--- src/bmap_pkg.sv ---
package bmap_pkg;

	localparam int WORD_BITS  = 32;
	localparam int NUM_WORDS  = 64;
	localparam int TOTAL_BITS = WORD_BITS * NUM_WORDS;

	localparam int BIT_W   = (WORD_BITS > 1) ? $clog2(WORD_BITS) : 1;
	localparam int WI_W    = (NUM_WORDS > 1) ? $clog2(NUM_WORDS) : 1;
	localparam int ACT_W   = 3;
	localparam int START_W = 11;
	localparam int COUNT_W = 12;
	localparam int SPAN_W  = 7;
	localparam int SUM_W   = COUNT_W + 1;

	localparam logic [ACT_W-1:0] ACT_SET_BIT   = 3'd0;
	localparam logic [ACT_W-1:0] ACT_CLR_BIT   = 3'd1;
	localparam logic [ACT_W-1:0] ACT_SET_RANGE = 3'd2;
	localparam logic [ACT_W-1:0] ACT_CLR_RANGE = 3'd3;
	localparam logic [ACT_W-1:0] ACT_FIND      = 3'd4;

	typedef logic [WORD_BITS-1:0] word_t;
	typedef logic [WI_W-1:0]      widx_t;
	typedef logic [BIT_W-1:0]     bpos_t;

	// Run geometry handed to the word unit.
	typedef struct packed {
		widx_t w_first;
		widx_t w_last;
		bpos_t lo;
		bpos_t hi;
		logic  set;
	} run_ctl_t;

endpackage

--- src/bmap_if.sv ---
interface bmap_req_if;
	logic                              valid;
	logic                              ready;
	logic [bmap_pkg::ACT_W-1:0]        action;
	logic [bmap_pkg::START_W-1:0]      start_index;
	logic [bmap_pkg::COUNT_W-1:0]      bit_count;
	logic [bmap_pkg::SPAN_W-1:0]       span_words;

	modport source(output valid, action, start_index, bit_count, span_words, input ready);
	modport sink(input valid, action, start_index, bit_count, span_words, output ready);
endinterface

interface bmap_rsp_if;
	logic                              valid;
	logic                              ready;
	logic                              found;
	logic [bmap_pkg::START_W-1:0]      first_index;
	logic                              range_error;

	modport source(output valid, found, first_index, range_error, input ready);
	modport sink(input valid, found, first_index, range_error, output ready);
endinterface

--- src/bmap_store.sv ---
module bmap_store (
	input  logic             clk,
	input  logic             arst_n,
	input  logic             rd_en,
	input  bmap_pkg::widx_t  rd_addr,
	output bmap_pkg::word_t  rd_data,
	input  logic             wr_en,
	input  bmap_pkg::widx_t  wr_addr,
	input  bmap_pkg::word_t  wr_data
);

	bmap_pkg::word_t                 mem [bmap_pkg::NUM_WORDS];
	logic [bmap_pkg::NUM_WORDS-1:0]  vld_q;
	bmap_pkg::word_t                 data_s1;
	logic                            vld_s1;

	always_ff @(posedge clk) begin
		if (wr_en) begin
			mem[wr_addr] <= wr_data;
		end
		if (rd_en) begin
			data_s1 <= mem[rd_addr];
		end
	end

	// A word never written since reset reads as all zeros.
	always_ff @(posedge clk or negedge arst_n) begin
		if (!arst_n) begin
			vld_q  <= '0;
			vld_s1 <= 1'b0;
		end else begin
			if (wr_en) begin
				vld_q[wr_addr] <= 1'b1;
			end
			if (rd_en) begin
				vld_s1 <= vld_q[rd_addr];
			end
		end
	end

	assign rd_data = vld_s1 ? data_s1 : '0;

endmodule

--- src/bmap_word_unit.sv ---
module bmap_word_unit (
	input  bmap_pkg::word_t   word,
	input  bmap_pkg::widx_t   addr,
	input  bmap_pkg::run_ctl_t ctl,
	output bmap_pkg::word_t   new_word,
	output logic              nonzero,
	output bmap_pkg::bpos_t   low_pos
);

	localparam bmap_pkg::word_t FULL = '1;

	bmap_pkg::bpos_t lo_e;
	bmap_pkg::bpos_t hi_e;
	bmap_pkg::bpos_t shamt;
	bmap_pkg::word_t mask;
	bmap_pkg::word_t iso;

	always_comb begin
		lo_e  = (addr == ctl.w_first) ? ctl.lo : '0;
		hi_e  = (addr == ctl.w_last) ? ctl.hi : bmap_pkg::BIT_W'(bmap_pkg::WORD_BITS - 1);
		shamt = bmap_pkg::BIT_W'(bmap_pkg::WORD_BITS - 1) - (hi_e - lo_e);
		mask  = (FULL >> shamt) << lo_e;
		new_word = ctl.set ? (word | mask) : (word & ~mask);
	end

	// Isolate the lowest set bit, then encode its position.
	always_comb begin
		iso     = word & (~word + bmap_pkg::WORD_BITS'(1));
		nonzero = |word;
		low_pos = '0;
		for (int i = 0; i < bmap_pkg::WORD_BITS; i++) begin
			if (iso[i]) begin
				low_pos = low_pos | bmap_pkg::BIT_W'(i);
			end
		end
	end

endmodule

--- src/bitmap_range_set_clear_find.sv ---
// A rejected, empty or undefined request goes straight from accept to the result; otherwise
// the block examines each word of the run in turn, up to NUM_WORDS words.
// One request at a time; a new request is taken in the cycle after the result is loaded.
// The store's read port and write port each handle one word per cycle, pipelined so a word is read
// while the previous one is written back. A stalled result holds the block busy.
// Reset: arst_n clears the bitmap at once through per-word valid bits; ready is high out of reset.
module bitmap_range_set_clear_find (
	input  logic       clk,
	input  logic       arst_n,
	bmap_req_if.sink   req,
	bmap_rsp_if.source rsp
);

	typedef enum logic [2:0] {
		ST_IDLE = 3'b001,
		ST_RUN  = 3'b010,
		ST_DONE = 3'b100
	} state_t;

	localparam logic [bmap_pkg::SUM_W-1:0]  TOTAL_SUM  = bmap_pkg::SUM_W'(bmap_pkg::TOTAL_BITS);
	localparam logic [bmap_pkg::SPAN_W-1:0] SPAN_LIMIT = bmap_pkg::SPAN_W'(bmap_pkg::NUM_WORDS);

	state_t              state_q;
	logic                scan_q;
	logic                iss_q;
	bmap_pkg::widx_t     w_q;
	bmap_pkg::run_ctl_t  ctl_q;
	logic                pend_s1;
	bmap_pkg::widx_t     addr_s1;

	logic                        res_found_q;
	logic [bmap_pkg::START_W-1:0] res_idx_q;
	logic                        res_err_q;

	logic                        out_vld_q;
	logic                        out_found_q;
	logic [bmap_pkg::START_W-1:0] out_idx_q;
	logic                        out_err_q;

	logic                         acc;
	logic                         out_free;
	logic [bmap_pkg::SUM_W-1:0]   run_end;
	logic [bmap_pkg::START_W-1:0] run_last;
	bmap_pkg::word_t              rd_data;
	bmap_pkg::word_t              new_word;
	logic                         nonzero;
	bmap_pkg::bpos_t              low_pos;
	logic                         proc;
	logic                         rd_en;
	logic                         wr_en;

	assign req.ready = (state_q == ST_IDLE);
	assign acc       = req.valid && req.ready;
	assign out_free  = !out_vld_q || rsp.ready;
	assign run_end   = bmap_pkg::SUM_W'(req.start_index) + bmap_pkg::SUM_W'(req.bit_count);
	assign run_last  = bmap_pkg::START_W'(run_end - bmap_pkg::SUM_W'(1));
	assign proc      = (state_q == ST_RUN) && pend_s1;
	assign rd_en     = (state_q == ST_RUN) && iss_q;
	assign wr_en     = proc && !scan_q;

	bmap_store u_store (
		.clk     (clk),
		.arst_n  (arst_n),
		.rd_en   (rd_en),
		.rd_addr (w_q),
		.rd_data (rd_data),
		.wr_en   (wr_en),
		.wr_addr (addr_s1),
		.wr_data (new_word)
	);

	bmap_word_unit u_word (
		.word     (rd_data),
		.addr     (addr_s1),
		.ctl      (ctl_q),
		.new_word (new_word),
		.nonzero  (nonzero),
		.low_pos  (low_pos)
	);

	always_ff @(posedge clk or negedge arst_n) begin
		if (!arst_n) begin
			state_q     <= ST_IDLE;
			scan_q      <= 1'b0;
			iss_q       <= 1'b0;
			pend_s1     <= 1'b0;
			res_found_q <= 1'b0;
			res_err_q   <= 1'b0;
			out_vld_q   <= 1'b0;
		end else begin
			case (state_q)
				ST_IDLE: begin
					if (acc) begin
						res_found_q <= 1'b0;
						res_idx_q   <= '0;
						res_err_q   <= 1'b0;
						scan_q      <= 1'b0;
						iss_q       <= 1'b0;
						pend_s1     <= 1'b0;
						state_q     <= ST_DONE;
						if (req.action == bmap_pkg::ACT_SET_BIT ||
						    req.action == bmap_pkg::ACT_CLR_BIT) begin
							if (bmap_pkg::SUM_W'(req.start_index) >= TOTAL_SUM) begin
								res_err_q <= 1'b1;
							end else begin
								w_q            <= bmap_pkg::WI_W'(req.start_index >> bmap_pkg::BIT_W);
								ctl_q.w_first  <= bmap_pkg::WI_W'(req.start_index >> bmap_pkg::BIT_W);
								ctl_q.w_last   <= bmap_pkg::WI_W'(req.start_index >> bmap_pkg::BIT_W);
								ctl_q.lo       <= bmap_pkg::BIT_W'(req.start_index);
								ctl_q.hi       <= bmap_pkg::BIT_W'(req.start_index);
								ctl_q.set      <= (req.action == bmap_pkg::ACT_SET_BIT);
								iss_q          <= 1'b1;
								state_q        <= ST_RUN;
							end
						end else if (req.action == bmap_pkg::ACT_SET_RANGE ||
						             req.action == bmap_pkg::ACT_CLR_RANGE) begin
							if (req.bit_count == '0) begin
								// Empty run: nothing to do.
							end else if (run_end > TOTAL_SUM) begin
								res_err_q <= 1'b1;
							end else begin
								w_q            <= bmap_pkg::WI_W'(req.start_index >> bmap_pkg::BIT_W);
								ctl_q.w_first  <= bmap_pkg::WI_W'(req.start_index >> bmap_pkg::BIT_W);
								ctl_q.w_last   <= bmap_pkg::WI_W'(run_last >> bmap_pkg::BIT_W);
								ctl_q.lo       <= bmap_pkg::BIT_W'(req.start_index);
								ctl_q.hi       <= bmap_pkg::BIT_W'(run_last);
								ctl_q.set      <= (req.action == bmap_pkg::ACT_SET_RANGE);
								iss_q          <= 1'b1;
								state_q        <= ST_RUN;
							end
						end else if (req.action == bmap_pkg::ACT_FIND) begin
							if (req.span_words > SPAN_LIMIT) begin
								res_err_q <= 1'b1;
							end else if (req.span_words != '0) begin
								w_q            <= '0;
								ctl_q.w_first  <= '0;
								ctl_q.w_last   <= bmap_pkg::WI_W'(req.span_words - bmap_pkg::SPAN_W'(1));
								ctl_q.lo       <= '0;
								ctl_q.hi       <= '0;
								ctl_q.set      <= 1'b0;
								scan_q         <= 1'b1;
								iss_q          <= 1'b1;
								state_q        <= ST_RUN;
							end
						end
					end
				end
				ST_RUN: begin
					pend_s1 <= rd_en;
					if (rd_en) begin
						addr_s1 <= w_q;
						if (w_q == ctl_q.w_last) begin
							iss_q <= 1'b0;
						end else begin
							w_q <= w_q + bmap_pkg::WI_W'(1);
						end
					end
					if (proc) begin
						if (scan_q && nonzero) begin
							res_found_q <= 1'b1;
							res_idx_q   <= bmap_pkg::START_W'({addr_s1, low_pos});
							iss_q       <= 1'b0;
							pend_s1     <= 1'b0;
							state_q     <= ST_DONE;
						end else if (addr_s1 == ctl_q.w_last) begin
							iss_q   <= 1'b0;
							pend_s1 <= 1'b0;
							state_q <= ST_DONE;
						end
					end
				end
				ST_DONE: begin
					if (out_free) begin
						state_q <= ST_IDLE;
					end
				end
				default: begin
					state_q <= ST_IDLE;
				end
			endcase

			if (state_q == ST_DONE && out_free) begin
				out_vld_q   <= 1'b1;
				out_found_q <= res_found_q;
				out_idx_q   <= res_idx_q;
				out_err_q   <= res_err_q;
			end else if (rsp.ready) begin
				out_vld_q <= 1'b0;
			end
		end
	end

	assign rsp.valid       = out_vld_q;
	assign rsp.found       = out_found_q;
	assign rsp.first_index = out_idx_q;
	assign rsp.range_error = out_err_q;

endmodule

--- src/flat_wrapper.sv ---
// flat-port wrapper written by rule: the top's interface ports become plain ports
module bitmap_range_set_clear_find_flat 
  (clk, arst_n, req_valid, req_action, req_start_index, req_bit_count, req_span_words, req_ready, rsp_valid, rsp_found, rsp_first_index, rsp_range_error, rsp_ready);
  bmap_req_if req_i ();
  bmap_rsp_if rsp_i ();
  input  logic clk;
  input  logic arst_n;
  input wire logic [$bits(req_i.valid)-1:0] req_valid;
  input wire logic [$bits(req_i.action)-1:0] req_action;
  input wire logic [$bits(req_i.start_index)-1:0] req_start_index;
  input wire logic [$bits(req_i.bit_count)-1:0] req_bit_count;
  input wire logic [$bits(req_i.span_words)-1:0] req_span_words;
  output wire logic [$bits(req_i.ready)-1:0] req_ready;
  output wire logic [$bits(rsp_i.valid)-1:0] rsp_valid;
  output wire logic [$bits(rsp_i.found)-1:0] rsp_found;
  output wire logic [$bits(rsp_i.first_index)-1:0] rsp_first_index;
  output wire logic [$bits(rsp_i.range_error)-1:0] rsp_range_error;
  input wire logic [$bits(rsp_i.ready)-1:0] rsp_ready;
  assign req_i.valid = req_valid;
  assign req_i.action = req_action;
  assign req_i.start_index = req_start_index;
  assign req_i.bit_count = req_bit_count;
  assign req_i.span_words = req_span_words;
  assign req_ready = req_i.ready;
  assign rsp_valid = rsp_i.valid;
  assign rsp_found = rsp_i.found;
  assign rsp_first_index = rsp_i.first_index;
  assign rsp_range_error = rsp_i.range_error;
  assign rsp_i.ready = rsp_ready;
  bitmap_range_set_clear_find u_core (.clk(clk), .arst_n(arst_n), .req(req_i), .rsp(rsp_i));
endmodule
--- config.mk ---
export PLATFORM = sky130hd
export DESIGN_NAME = bitmap_range_set_clear_find_flat
export DESIGN_NICKNAME = d
export VERILOG_FILES = /design/src/bmap_pkg.sv /design/src/bmap_if.sv /design/src/bmap_store.sv /design/src/bmap_word_unit.sv /design/src/bitmap_range_set_clear_find.sv /design/src/flat_wrapper.sv
export SDC_FILE = /design/constraint.sdc
export NUM_CORES = 2
export LEC_CHECK = 0
export BUFFER_PORTS_ARGS = -buffer_cell sky130_fd_sc_hd__buf_2
export CORE_ASPECT_RATIO = 0.9
export CORE_MARGIN = 5
export CORE_UTILIZATION = 40
export CTS_CLUSTER_SIZE = 40
export DETAILED_ROUTE_END_ITERATION = 8
export PLACE_DENSITY = 0.54
export SKIP_LAST_GASP = 1
export SYNTH_ARGS = -nofsm -noshare
export SYNTH_HDL_FRONTEND = slang
export SYNTH_SLANG_ARGS = --single-unit
--- constraint.sdc ---
create_clock -name clk -period 7.6 [get_ports clk]
set_input_delay 1.14 -clock clk [delete_from_list [all_inputs] [get_ports clk]]
set_output_delay 1.14 -clock clk [all_outputs]
set_load 0.03 [all_outputs]
==> results.json <==
{
  "p_sw_frac": 0.227,
  "post-place-ws_ps": 1080,
  "clk_pin_slew_worst_paths_ps": 60,
  "startpoint": "u_core.addr_s1[5]$_DFFE_PP_",
  "place_congestion": 0.918,
  "worst_pin_slew_ps": 1360,
  "use_met3": 0.0374,
  "grt_pass1_wl_mm": 349,
  "critPathLaunchType": "flop",
  "grt_max_degree": 116,
  "vias": 42900,
  "total_leakage_power_nw": 31.2,
  "rows": 162,
  "drt-pass1-iter-count": 5,
  "avgRoutedWirePerCell_um": 34.9,
  "postCtsSetupBuffers": 0,
  "max_slew_margin": 0.0904,
  "synthCells": 3905,
  "yosys.area.top_type": "edfxtp_1",
  "io_buffers": 51,
  "ant_nets": 0,
  "initial_core_util": 0.403,
  "path_delay_family": "simple AND/OR/NAND/NOR gates",
  "timing_worst_setup_path_type": "reg -> reg",
  "synth_cell_type_count": 89,
  "period_needed_ps": 6590,
  "synth_flop_cell": "edfxtp_1",
  "ys_seq_area_frac": 0.755,
  "fin_ws_ps": 1010,
  "drcViolationCount": 0,
  "crit_chain": "xnor2_1, nand4_1, nor3_2, nand2_2, inv_2, ha_1, xor2_1, a22o_1, a22oi_1, nor3b_1, o21ai_0, a32oi_1, nor2_1, o31ai_1, mux2i_4, buf_4",
  "finalSetupTns_ps": 0,
  "cts_hold_buf": 0,
  "clock-root-buffer": "clkbuf_16",
  "maxClockFrequency_mhz": 152,
  "drt_wl_total_mm": 250,
  "overflow": 0,
  "final-seq-area_um2": 66100,
  "internal_power_w": 0.0203,
  "htreeDepth": 4,
  "r2r_start": "u_core.addr_s1[5]$_DFFE_PP_",
  "maxSlewViolCount": 0,
  "cts_buffers": 216,
  "clock_sinks": 2213,
  "rsz0062_at_grt": "false",
  "post_cts_resized": 0,
  "ys_async_sr_fraction": 0.0334,
  "max_stage_delay_ps": 600,
  "cts_max_path_buffers": 3,
  "die_h_um": 454,
  "cts_tree": "built",
  "p_per_area_nw_per_um2": 263,
  "multi_input_area_um2": 21400,
  "synth_area_per_cell_um2": 22.4,
  "die_area_um2": 228000,
  "drv_cap": 0,
  "drive_above_1_share": 0.320,
  "synth_nets": 3964,
  "grt_pass1_vias": 42600,
  "seqPwrFrac": 0.515,
  "synthTopCellsByArea": "edfxtp_1 73%, mux4_2 18%, dfrtp_1 2.1%",
  "synth_area_um2": 87500,
  "hp-class": "in -> async",
  "setup-violations-final": 0,
  "grt_usage": 0.220,
  "core-area_um2": 217000,
  "hpwl_mm": 143,
  "synth_edf_count": 2139,
  "clkLatencyLatePin_ps": 840,
  "synthMostInstantiatedCell": "edfxtp_1",
  "die_w_um": 503,
  "peakVddDrop_mv": 0.190,
  "synth-seq-cells": 2213,
  "nNetsFinal": 4172,
  "grt_use_met2": 0.331,
  "hold_viol": 0,
  "synthToLayoutAreaGrowth_pct": 13.8,
  "nFillCells": 17900,
  "grt_antenna_before_repair": 19,
  "yosys_warnings": 0,
  "critPathRequiredTime_ps": 8150,
  "grt_util_met1": 0.336,
  "cp.buffers_inverters": 2,
  "critPathMaxFanout": 64,
  "clockPowerShare": 0.405,
  "period_share": 0.867,
  "run_status": "completed",
  "endpoint_kind": "flop",
  "power_frac_comb": 0.081,
  "synth_top_cell_area_share": 0.734,
  "busiest_layer": "met1",
  "crit_slowest_cell": "xor2_1",
  "finClkSkew_ps": 46.2,
  "synth_commonest_cells": "2139 x edfxtp_1, 693 x mux4_2, 135 x nor2_1, 128 x clkbuf_1, 94 x nand2_1",
  "drtIter0Drc": 5164,
  "viasPerCell": 5.97,
  "power.switching_w": 0.00593,
  "ios": 52,
  "arrival_ps": 7140
}
metrics by stage:
step | util | power, W | cell area, µm² | hold slack, ps | instances
after global placement | 0.427 | 0.0159 | 92600 | 403 | 6765
after detailed placement | 0.427 | 0.0159 | 92600 | 405 | 6765
final | 0.459 | 0.0262 | 99600 | 244 | 7181
after floorplan | - | 0.0151 | 87500 | 400 | 3905
after CTS | 0.459 | 0.0264 | 99600 | 197 | 7171
after global routing | 0.459 | 0.0270 | 99600 | 221 | 7172
metal layers:
layer,up-vias,wire [µm],part of all wire
li1,17000,-,-
met1,23700,111000,0.44
met2,1773,114000,0.46
met3,310,19300,0.077
met4,2,6170,0.025
met5,-,13,0.000052
power by group through the flow:
stage	clock network (W)	logic [W]	registers [W]
floorplan	0	0.00134	0.0137
global placement	0	0.00214	0.0137
detailed placement	0	0.00214	0.0137
CTS	0.0108	0.00215	0.0135
global route	0.0113	0.00223	0.0135
finish	0.0106	0.00211	0.0135
sequential cells by signal, indices dropped and copies added (netlist names), 3 cells and up:
register                cells
u_core.res_idx_q           11
u_core.rsp.first_index     11
u_core.ctl_q               23
u_core.w_q                  6
u_core.u_store.vld_q       64
u_core.addr_s1              6
u_core.state_q              3
u_core.u_store.mem       2048
u_core.u_store.data_s1     32
cell usage in the layout (no fill, tap or decap), types with 10 or more instances in the layout:
master / count
clkbuf_16: 217
a211oi_1: 16
a21oi_1: 31
nand3_1: 30
o21ai_0: 38
and2_1: 16
nor2_4: 64
buf_12: 14
xor2_1: 21
nand2b_1: 10
nor2_1: 70
nor2b_1: 20
buf_2: 50
ha_1: 20
o21ai_1: 10
diode_2: 10
clkbuf_1: 56
mux2i_4: 20
bufinv_16: 18
or2_2: 69
xnor2_1: 24
edfxtp_1: 2139
clkinv_2: 29
nand2_1: 94
clkinv_1: 59
a21o_1: 12
nor3_1: 23
inv_1: 17
mux4_2: 693
dfrtp_1: 73
a31oi_1: 16
buf_4: 127
layout make-up:
class | count | share of cell area
Sequential cell | 2213 | 0.663
Multi-Input combinational cell | 1471 | 0.215
Clock buffer | 279 | 0.0574
Tap cell | 2870 | 0.0360
Timing Repair Buffer | 191 | 0.0149
Clock inverter | 127 | 0.0125
Inverter | 20 | 0.000754
Antenna cell | 10 | 0.000251
kinds of logic (layout without fill, tap and decap cells):
logic type                 Yosys count  count (layout)  synth area share
xor gates and xnor gates            51              51           0.00596
buffers and inverters              221             617            0.0101
other                                0              10                 0
adders and majority gates           24              24           0.00356
and+or+nand+nor                    456             456            0.0262
muxes                              727             727             0.182
AOI/OAI and AO/OA                  213             213            0.0167
DFF                               2213            2213             0.755
final timing paths:
path	slack [ps]	end	cells past startpoint
worst max-delay path	1010	u_core.u_store.mem[5][17]$_DFFE_PP_	16
worst min-delay path	240	u_core.res_found_q$_DFFE_PN0P_	1
worst max register to register	1010	u_core.u_store.mem[5][17]$_DFFE_PP_	16
worst min register to register	410	u_core.rsp.first_index[10]$_DFFE_PP_	0
max in group asynchronous	5940	u_core.u_store.vld_q[43]$_DFFE_PN0P_	2
min in group clk	410	u_core.rsp.first_index[10]$_DFFE_PP_	0
No activity file was read; power rests on OpenSTA's default activity.
